[src/rtl/tsf_pkg.sv]
// Shared types, codes and helpers for the temperature display formatter.
package tsf_pkg;

    localparam int DIGIT_COUNT = 8;
    localparam int HALF_COUNT  = DIGIT_COUNT / 2;
    localparam int SCALED_W    = 14;               // scaled values stay below 10000

    // display mode selector
    localparam logic [1:0] MODE_C    = 2'd0;
    localparam logic [1:0] MODE_OFF  = 2'd1;
    localparam logic [1:0] MODE_F    = 2'd2;
    localparam logic [1:0] MODE_BOTH = 2'd3;

    // digit codes
    localparam logic [4:0] CODE_BLANK  = 5'd16;
    localparam logic [4:0] CODE_UNIT_C = 5'd12;
    localparam logic [4:0] CODE_UNIT_F = 5'd15;

    // decimal point masks
    localparam logic [7:0] PT_HI_X100 = 8'h40;
    localparam logic [7:0] PT_HI_X10  = 8'h20;
    localparam logic [7:0] PT_LO_X100 = 8'h04;
    localparam logic [7:0] PT_LO_X10  = 8'h02;

    typedef logic [HALF_COUNT-1:0][3:0] bcd_t;   // four decimal digits, [0] least significant
    typedef logic [SCALED_W-1:0]        scaled_t;

    // Split 0..99 into tens and ones: tens = (x*205) >> 11 is exact below 180.
    function automatic logic [7:0] split99(input logic [6:0] x);
        logic [14:0] prod;
        logic [3:0]  tens;
        logic [7:0]  ones;
        prod = 15'(x) * 15'd205;
        tens = prod[14:11];
        ones = 8'(x) - 8'(tens) * 8'd10;
        return {tens, ones[3:0]};
    endfunction

endpackage

[src/rtl/temperature_to_seven_segment_format.sv]
// Top level of the temperature to seven-segment digit formatter.
//
// Takes one sensor word per cycle (bits 15..3 a 13-bit two's complement count of
// sixteenths of a degree) with a two-bit mode on s_tuser (0 Celsius, 1 off,
// 2 Fahrenheit, 3 both) and returns eight digit codes (0..9 decimal digit, 12 = C,
// 15 = F, 16 = blank) plus a decimal-point mask. Celsius is r/16, Fahrenheit is
// r*9/80+32; a value below 100 degrees shows as floor(value*100), otherwise as
// floor(value*10); negative values show as zero. Single modes place the unit
// letter just below the digits, with the most significant digit at position 7;
// both mode puts Celsius digits from position 0 and Fahrenheit from position 4,
// without letters. Throughput is one word per cycle while the result side is not stalled;
// the five register stages are scaling, reciprocal multiply by 1/100, remainder,
// tens/ones split, and digit placement into the output register. A stall on the
// result side holds every occupied stage and fills empty ones, so the input keeps
// accepting until the whole pipeline is full.
module temperature_to_seven_segment_format
    import tsf_pkg::*;
(
    input  logic        aclk,
    input  logic        aresetn,
    input  logic        s_tvalid,
    output logic        s_tready,
    input  logic [15:0] s_tdata,   // [15:0] raw_reading
    input  logic [1:0]  s_tuser,   // [1:0] buttons
    output logic        m_tvalid,
    input  logic        m_tready,
    // [4:0] digit0, [9:5] digit1, [14:10] digit2, [19:15] digit3,
    // [24:20] digit4, [29:25] digit5, [34:30] digit6, [39:35] digit7, [47:40] point_mask
    output logic [47:0] m_tdata
);

    localparam int STAGES = 5;

    // side band that rides along with each word
    typedef struct packed {
        logic [1:0] mode;
        logic       c_big;
        logic       f_big;
    } side_t;

    logic [STAGES-1:0] vld_reg;
    logic [STAGES-1:0] adv;
    side_t             side_reg [STAGES-1];
    scaled_t           c_val_reg;
    scaled_t           f_val_reg;
    bcd_t              c_dig;
    bcd_t              f_dig;
    logic [47:0]       out_reg;

    // ---------------- flow control ----------------
    // A stage takes a new word when it is empty or its word moves on.
    always_comb begin
        adv[STAGES-1] = !vld_reg[STAGES-1] || m_tready;
        for (int k = STAGES - 2; k >= 0; k--) begin
            adv[k] = !vld_reg[k] || adv[k+1];
        end
    end

    assign s_tready = adv[0];
    assign m_tvalid = vld_reg[STAGES-1];
    assign m_tdata  = out_reg;

    always_ff @(posedge aclk) begin
        if (!aresetn) begin
            vld_reg <= '0;
        end else begin
            if (adv[0]) begin
                vld_reg[0] <= s_tvalid;
            end
            for (int k = 1; k < STAGES; k++) begin
                if (adv[k]) begin
                    vld_reg[k] <= vld_reg[k-1];
                end
            end
        end
    end

    // ---------------- stage 0: decode, clamp, scale ----------------
    logic signed [12:0] r_in;
    logic [11:0]        c_v;
    logic signed [16:0] f_num;
    logic [15:0]        f_v;
    logic               c_big;
    logic               f_big;
    logic [16:0]        c_x25;
    logic [17:0]        f_x5;
    logic [14:0]        c_x5;
    scaled_t            c_scaled;
    scaled_t            f_scaled;

    always_comb begin
        r_in  = signed'(s_tdata[15:3]);
        c_v   = r_in[12] ? 12'd0 : r_in[11:0];
        f_num = 17'(r_in) * 17'sd9 + 17'sd2560;
        f_v   = f_num[16] ? 16'd0 : f_num[15:0];
        c_big = c_v >= 12'd1600;
        f_big = f_v >= 16'd8000;
        c_x25 = (17'(c_v) << 4) + (17'(c_v) << 3) + 17'(c_v);
        c_x5  = (15'(c_v) << 2) + 15'(c_v);
        f_x5  = (18'(f_v) << 2) + 18'(f_v);
        // x100 / 16 = x25 / 4, x10 / 16 = x5 / 8; x100 / 80 = x5 / 4, x10 / 80 = x / 8
        c_scaled = c_big ? SCALED_W'(c_x5 >> 3) : SCALED_W'(c_x25 >> 2);
        f_scaled = f_big ? SCALED_W'(f_v >> 3)  : SCALED_W'(f_x5 >> 2);
    end

    always_ff @(posedge aclk) begin
        if (adv[0]) begin
            c_val_reg   <= c_scaled;
            f_val_reg   <= f_scaled;
            side_reg[0] <= '{mode: s_tuser, c_big: c_big, f_big: f_big};
        end
        for (int k = 1; k < STAGES - 1; k++) begin
            if (adv[k]) begin
                side_reg[k] <= side_reg[k-1];
            end
        end
    end

    // ---------------- stages 1..3: decimal conversion ----------------
    tsf_bcd u_bcd_c (
        .aclk     (aclk),
        .stage_en (adv[3:1]),
        .value_i  (c_val_reg),
        .digits_o (c_dig)
    );

    tsf_bcd u_bcd_f (
        .aclk     (aclk),
        .stage_en (adv[3:1]),
        .value_i  (f_val_reg),
        .digits_o (f_dig)
    );

    // ---------------- stage 4: digit placement ----------------
    side_t       sd;
    logic [2:0]  c_cnt;
    logic [2:0]  f_cnt;
    logic [2:0]  one_cnt;
    bcd_t        one_dig;
    logic [4:0]  one_unit;
    logic        one_big;
    logic [2:0]  pos;
    logic [2:0]  idx;
    logic [4:0]  d [DIGIT_COUNT];
    logic [7:0]  mask;
    logic [47:0] out_next;

    function automatic logic [2:0] count_digits(input bcd_t v);
        logic [2:0] n;
        if (v[3] != 4'd0)      n = 3'd4;
        else if (v[2] != 4'd0) n = 3'd3;
        else if (v[1] != 4'd0) n = 3'd2;
        else                   n = 3'd1;
        return n;
    endfunction

    always_comb begin
        sd       = side_reg[STAGES-2];
        c_cnt    = count_digits(c_dig);
        f_cnt    = count_digits(f_dig);
        one_cnt  = (sd.mode == MODE_F) ? f_cnt : c_cnt;
        one_dig  = (sd.mode == MODE_F) ? f_dig : c_dig;
        one_unit = (sd.mode == MODE_F) ? CODE_UNIT_F : CODE_UNIT_C;
        one_big  = (sd.mode == MODE_F) ? sd.f_big : sd.c_big;
        pos      = 3'(DIGIT_COUNT - 1) - one_cnt;
        idx      = '0;
        mask     = '0;
        for (int i = 0; i < DIGIT_COUNT; i++) begin
            d[i] = CODE_BLANK;
        end
        case (sd.mode)
            MODE_C, MODE_F: begin
                // letter at pos, digits above it, blanks below
                for (int i = 0; i < DIGIT_COUNT; i++) begin
                    idx = 3'(i) - pos - 3'd1;
                    if (3'(i) == pos) begin
                        d[i] = one_unit;
                    end else if (3'(i) > pos) begin
                        d[i] = {1'b0, one_dig[idx[1:0]]};
                    end
                end
                mask = one_big ? PT_HI_X10 : PT_HI_X100;
            end
            MODE_BOTH: begin
                for (int i = 0; i < HALF_COUNT; i++) begin
                    if (3'(i) < c_cnt) begin
                        d[i] = {1'b0, c_dig[i]};
                    end
                    if (3'(i) < f_cnt) begin
                        d[HALF_COUNT + i] = {1'b0, f_dig[i]};
                    end
                end
                mask = (sd.f_big ? PT_HI_X10 : PT_HI_X100) | (sd.c_big ? PT_LO_X10 : PT_LO_X100);
            end
            default: begin
                // display off: leave all blank, no points
                mask = '0;
            end
        endcase
        out_next = {mask, d[7], d[6], d[5], d[4], d[3], d[2], d[1], d[0]};
    end

    always_ff @(posedge aclk) begin
        if (adv[STAGES-1]) begin
            out_reg <= out_next;
        end
    end

endmodule

[src/rtl/tsf_bcd.sv]
// Three-stage binary to four-digit decimal converter for values below 10000.
module tsf_bcd
    import tsf_pkg::*;
(
    input  logic       aclk,
    input  logic [2:0] stage_en,
    input  scaled_t    value_i,
    output bcd_t       digits_o
);

    logic [SCALED_W-1:0] val_a_reg;
    logic [6:0]          quo_a_reg;
    logic [6:0]          quo_b_reg;
    logic [6:0]          rem_b_reg;
    bcd_t                dig_reg;

    logic [26:0]         prod;
    logic [SCALED_W-1:0] rem_full;
    logic [7:0]          hi_split;
    logic [7:0]          lo_split;

    // quotient by 100 through a reciprocal: 5243 / 2^19 errs high by under 0.003 here
    assign prod     = 27'(value_i) * 27'd5243;
    assign rem_full = val_a_reg - SCALED_W'(quo_a_reg) * SCALED_W'(100);
    assign hi_split = split99(quo_b_reg);
    assign lo_split = split99(rem_b_reg);

    always_ff @(posedge aclk) begin
        if (stage_en[0]) begin
            val_a_reg <= value_i;
            quo_a_reg <= prod[25:19];
        end
        if (stage_en[1]) begin
            quo_b_reg <= quo_a_reg;
            rem_b_reg <= rem_full[6:0];
        end
        if (stage_en[2]) begin
            dig_reg <= {hi_split[7:4], hi_split[3:0], lo_split[7:4], lo_split[3:0]};
        end
    end

    assign digits_o = dig_reg;

endmodule

[config.mk]
export PLATFORM = sky130hd
export DESIGN_NAME = temperature_to_seven_segment_format
export DESIGN_NICKNAME = d
export VERILOG_FILES = /design/src/rtl/tsf_pkg.sv /design/src/rtl/temperature_to_seven_segment_format.sv /design/src/rtl/tsf_bcd.sv
export SDC_FILE = /design/constraint.sdc
export NUM_CORES = 1
export LEC_CHECK = 0
export BUFFER_PORTS_ARGS = -buffer_cell sky130_fd_sc_hd__buf_2
export CAP_MARGIN = 20
export CELL_PAD_IN_SITES_DETAIL_PLACEMENT = 2
export CELL_PAD_IN_SITES_GLOBAL_PLACEMENT = 2
export CORE_ASPECT_RATIO = 1.5
export CORE_MARGIN = 3
export CORE_UTILIZATION = 37
export CTS_CLUSTER_SIZE = 8
export DETAILED_ROUTE_END_ITERATION = 6
export HOLD_SLACK_MARGIN = 0.05
export PLACE_DENSITY = 0.77
export SLEW_MARGIN = 0
export SYNTH_ARGS = -nofsm -noshare
export SYNTH_HDL_FRONTEND = slang
export SYNTH_HIERARCHICAL = 1
export SYNTH_SLANG_ARGS = --single-unit
[constraint.sdc]
create_clock -name aclk -period 12.2 [get_ports aclk]
set_input_delay 0.61 -clock aclk [delete_from_list [all_inputs] [get_ports aclk]]
set_output_delay 0.61 -clock aclk [all_outputs]
set_load 0.005 [all_outputs]
* After elaboration in Yosys (flattened, before gate mapping)
Memory sizes are Yosys's and may differ from the RTL's.
Index checks and enable logic that the tools add are counted.
** Operators by class
- Divide/modulo/power cells :: 0
- Equal/unequal tests :: 9
- Multipliers :: 13
- Bitwise gates (word level) :: 1
- Reductions and logical operators :: 19
- Add/subtract/negate cells :: 28
- $lt $le $gt $ge :: 26
- Multiplexer cells :: 67
- Shift-type cells :: 0
** Operator list (number)
- $mux 5 :: 24
- $pmux 40 s2 :: 1
- $bmux 4 s2 :: 8
- $mul 7x8->15 const B :: 4
- $mul 14x13->26 const B :: 2
- $mux 16 :: 2
- $mux 4 :: 8
- $lt 2x3->1 const B :: 8
- $mux 12 :: 2
- $reduce_bool 4->1 :: 6
- $add 17x13->17 const B :: 1
- $mul 13x5->17 const B :: 1
- $add 16x12->16 :: 1
- $add 16x15->16 :: 1
- $add 16x16->16 :: 1
- $ge 16x13->1 const B :: 1
- $mul 4x3->3 const B :: 4
- $sub 2x1->2 const B :: 8
- $sub 4x4->4 :: 4
- $add 14x12->15 :: 1
- $mux 3 :: 5
- $mul 7x5->5 const B :: 2
- $mux 7 :: 2
- $pmux 7 s2 :: 1
- other kinds (23) :: 65
** Storage, ports and cells
- Input port bits :: 22
- Bits in registers :: 169
- Memory bits (read-only) :: 0
- Logic and storage cells :: 190
- Memories :: 1
- Bits in latches :: 0
- Output and inout bits :: 50
- Bits in writable memories :: 16
** Memory list
- side_reg :: words 4, width 4, rd ports 4, clocked after memory_dff 0, wr ports 4, RTL line temperature_to_seven_segment_format.sv:43 : side_t side_reg [STAGES-1];

* Logic depth before layout (Yosys ltp)
- Depth in word-level cells :: 13
- Depth in mapped cells :: 25
- Mapped depth without buffers :: 23

* Hierarchy
Netlist, hierarchy kept.
** Modules (own cells, without submodules)
- temperature_to_seven_segment_format :: cells an instance 701, times used 1, seq. area each 2742.6 um2, area an instance 7123.1 um2
- tsf_bcd (u_bcd_c) :: cells an instance 641, times used 1, seq. area each 1321.3 um2, area an instance 6914.1 um2
- tsf_bcd (u_bcd_f) :: cells an instance 609, times used 1, seq. area each 1321.3 um2, area an instance 6732.7 um2

* Worst setup path before layout
OpenSTA, ideal clock, no wires.
- Path kind :: input port to flip-flop
- Start :: in s_tdata[15]
- End :: reg f_val_reg[11] (data pin)
- Arrival :: 5383 ps
- Setup slack :: 6551 ps
- Library setup time :: 266 ps
- Stages :: 24
- Buffers on the path :: 2
- Required time :: 11934 ps
- Path through :: clkbuf_1 inv_2 ha_1 inv_1 ha_1 ha_1 a21oi_1 o21ai_0 nor2_1 o21ai_2 xnor2_1 buf_1 and2_1 ha_1 a21o_1 maj3_1 a21o_1 a221oi_1 o31a_1 o31ai_1 maj3_1 a21oi_1 xnor2_1 o21bai_1
** Between the ends
- Longest elaborated chain between the ends :: 5
- Elaborated cells on any way between the ends :: 6
- Those cells by class :: add/sub: 2; mul: 1; order compare: 1; mux: 2
** Ends and longest elaborated chain
- start: declaration :: RTL line temperature_to_seven_segment_format.sv:23 : input logic [15:0] s_tdata,
- $mul 13x5->17 * :: RTL line temperature_to_seven_segment_format.sv:94 : f_num = 17'(r_in) * 17'sd9 + 17'sd2560;
- $add 17x13->17 * :: RTL line temperature_to_seven_segment_format.sv:94
- $mux 16 * :: RTL line temperature_to_seven_segment_format.sv:95 : f_v = f_num[16] ? 16'd0 : f_num[15:0];
- $add 16x16->16 / $ge 16x13->1 (equally long branches) :: RTL line temperature_to_seven_segment_format.sv:100, temperature_to_seven_segment_format.sv:97
- $mux 13 * :: RTL line temperature_to_seven_segment_format.sv:103 : f_scaled = f_big ? SCALED_W'(f_v >> 3) : SCALED_W'(f_x5 >> 2);
- via f_scaled[11] :: RTL line temperature_to_seven_segment_format.sv:89 : scaled_t f_scaled;
- end signal: assignment :: RTL line temperature_to_seven_segment_format.sv:109 : f_val_reg <= f_scaled;
- end: declaration :: RTL line temperature_to_seven_segment_format.sv:45 : scaled_t f_val_reg;
Mark *: on every way through the listed nets, which the timed path passes. The rest lies on a longest branch.
A chain may end at the register's enable or synchronous reset.

* Worst setup path after layout
- Start :: in s_tdata[9]
- End :: reg f_val_reg[10] (data pin)
Same word-level chain as after synthesis.

==> out/qor.yml <==
post_cts_resize_count: 0
fin_ws_ps: 6380
hold_path_class: "in2reg"
syn_avg_cell_area_sq_um: 10.6
dp_hpwl_um: 48400
drt-initial-drc-count: 374
io_pins: 72
start_util_pct: 37.6
hold_viol: 0
clockBufferDepth: 2
ctsHtreeMaxLevel: 4
critPathKind: "in2reg"
dp_slack_ps: 5850
wl_per_cell_um: 20.8
cp_cell_sequence: "buf_2 -> inv_1 -> ha_1 -> ha_1 -> ha_1 -> nand2_1 -> o31ai_2 -> o21ai_1 -> o21ai_2 -> xnor2_1 -> buf_4 -> and2_1 -> ha_1 -> fa_1 -> maj3_1 -> nand3_1 -> a31oi_2 -> maj3_1 -> a21boi_1 -> o311ai_0 -> a31oi_1 -> or2_0 -> or4_1 -> nand3_1"
seqCellArea_sq_mm: 0.00539
n_antenna_cell: 0
crit_fanout: 17
cts_tree: "yes"
dieArea_sq_mm: 0.0591
critPathSlowestCell: "ha_1"
finClkSkew_ps: 15.7
critPathRequiredTime_ps: 12420
cts_hold_buf: 0
drc: 0
num-nets-final: 2628
grt_max_degree: 45
synth_edf_count: 176
grt_pass1_vias: 17400
report.final.slew_viol_count: 0
synth_top_flop_cell: "edfxtp_1"
cp_common_cell: "ha_1"
period_share_pct: 47.7
tightest_slew_ps: 1080
finalSetupViolCount: 0
wirelength_um: 56800
synth_cell_type_count: 92
io_buffers: 64
syn-cell-area_sq_mm: 0.0208
die_y_um: 296
gp_congestion: 0.886
fp.dieW_um: 199
rsz0062_at_grt: "false"
cts_setup_buffers: 0
arrival_ps: 6040
cp_slowest_stage_delay_ps: 500
coreArea_sq_mm: 0.0552
clockRootBuffer: "clkbuf_16"
largest_register_ffs: 44
grt_antenna_before_repair: 0
fillers: 5792
grt_pass1_wl_um: 91700
area_delta_synth_final_pct: 8.51
relSlewSlack_pct: 26.1
grt.total_usage_pct: 19.9
fmax_ghz: 0.172
async_flop_share_pct: 0
synthCells: 1951
ys_ff_latch: 181
status: "finished clean"
drtAntennaViolNets: 0
row_count: 105
yosys_warnings: 6
multi_input_area_sq_mm: 0.0137
clkTransAtPathRegs_ps: 80
critPathLaunchType: "input port"
drt_pass1_iterations: 4
cts.sinks: 181
via_count: 14500
cts_made_buffers: 17
final.setup.tns_ps: 0
clk_latency_ps: 460
drv_cap: 0
synth_seq_area_share_pct: 25.9
end_kind: "register"
overflow: 0
vias_per_cell: 5.31
fin_crit_ps: 5820
drive_above_1_share_pct: 7.98
[layout make-up]
type                       count  area share (%)
multi-input combinational   1337            61.0
sequential                   181            23.9
inverter                     403            6.71
tap                          695            3.86
clock buffer                  17            1.89
timing repair buffer          77            1.84
clock inverter                15           0.827
[worst max-delay path: cells and delay by family]
family,cells,cell delay [ps]
simple gates,6,800
fa+ha+maj,7,2540
xor+xnor,1,80
compound gates,7,1600
buf+inv,3,390
[logic make-up after synthesis]
kind of cell / share of synthesized area (%)
AO/OA/AOI/OAI: 10.8
XOR/XNOR: 4.19
flip-flops: 25.9
other: 0.0181
adder cells (fa/ha/maj): 42.1
AND/OR/NAND/NOR: 6.83
buffers and inverters: 7.98
multiplexers: 2.19
[worst paths after layout]
check                                    start                    to  slack, ps  cells past startpoint
worst max-delay path                s_tdata[9]         f_val_reg[10]       6380                     24
worst min register to register  side_reg[0][2]        side_reg[1][2]        420                      0
worst min-delay path                s_tuser[1]        side_reg[0][3]        320                      1
worst max register to register    f_val_reg[5]  u_bcd_f/quo_a_reg[3]       6540                     15
[cell usage in the layout, fill, tap and decap left out, types with 5 or more instances in the layout]
cell type  count
a21boi_0       9
a21o_1        33
a21oi_1      103
a22o_1        10
a31oi_1       11
and2_1        16
and3_1        10
and4_1         6
buf_2         65
buf_4         12
clkbuf_16     17
dfxtp_1        5
edfxtp_1     176
fa_1         177
ha_1         412
inv_1        400
inv_8          5
mux2i_1       14
mux4_2        12
nand2_1       92
nand2b_1       8
nand3_1       16
nand4_1       13
nor2_1        63
nor2b_1       10
nor3_1        14
nor4_1         9
o2111ai_1      8
o211ai_1       5
o21a_1        16
o21ai_0       45
o21ai_1       10
o21bai_1       7
o31ai_1        8
or3_1          5
or4_1          5
xnor2_1       74
xor2_1        19
[through the flow]
step | instance area (sq um) | hold WS (ps) | instances | utilization [%]
global placement | 21900 | 402 | 2692 | 39.7
detailed placement | 21900 | 406 | 2693 | 39.7
CTS | 22500 | 296 | 2725 | 40.8
floorplan | 20800 | 400 | 1954 | -
finish | 22500 | 324 | 2725 | 40.8
global route | 22500 | 305 | 2725 | 40.8
[layer usage]
| layer | share of wire [%] | up-vias | track usage (%) |
|---|---|---|---|
| met5 | 0 | - | 0 |
| met4 | 3.6 | 0 | 7.24 |
| met3 | 1.7 | 104 | 1.81 |
| met2 | 60 | 209 | 42.3 |
| met1 | 35 | 7362 | 19.2 |
| li1 | - | 6801 | - |
[cells in the mapped netlist (4+ instances only)]
library cell | n | share of area, %
a21boi_0 | 9 | 0.33
buf_4 | 5 | 0.18
inv_1 | 400 | 7.2
or2_2 | 4 | 0.12
o21ai_1 | 10 | 0.24
o2111ai_1 | 8 | 0.34
and2_1 | 16 | 0.48
a21oi_1 | 103 | 2.5
o31a_1 | 4 | 0.17
nor4_1 | 9 | 0.27
mux4_2 | 12 | 1.3
nand2b_1 | 8 | 0.24
a211o_1 | 4 | 0.17
a22o_1 | 10 | 0.42
mux2i_1 | 14 | 0.67
or4_1 | 5 | 0.18
xor2_1 | 19 | 0.80
o21ai_0 | 45 | 1.1
nor2b_1 | 10 | 0.30
or3_1 | 5 | 0.15
clkbuf_1 | 23 | 0.42
fa_1 | 177 | 17
and4_1 | 6 | 0.25
edfxtp_1 | 176 | 25
nor2_1 | 63 | 1.1
xnor2_1 | 74 | 3.1
and3_1 | 10 | 0.30
o21a_1 | 16 | 0.58
a31oi_1 | 11 | 0.33
maj3_1 | 4 | 0.19
dfxtp_1 | 5 | 0.48
ha_1 | 412 | 25
a221oi_1 | 4 | 0.17
a211oi_1 | 4 | 0.14
a21o_1 | 33 | 1.2
nor3_1 | 14 | 0.34
nand4_1 | 13 | 0.39
o21bai_1 | 7 | 0.25
nand3_1 | 17 | 0.41
nand2_1 | 92 | 1.7
o31ai_1 | 8 | 0.29
o211ai_1 | 5 | 0.18
Power is left out: the tool's default activity adds up to more than one toggle a clock period on the data nets, which glitch-free logic cannot reach.
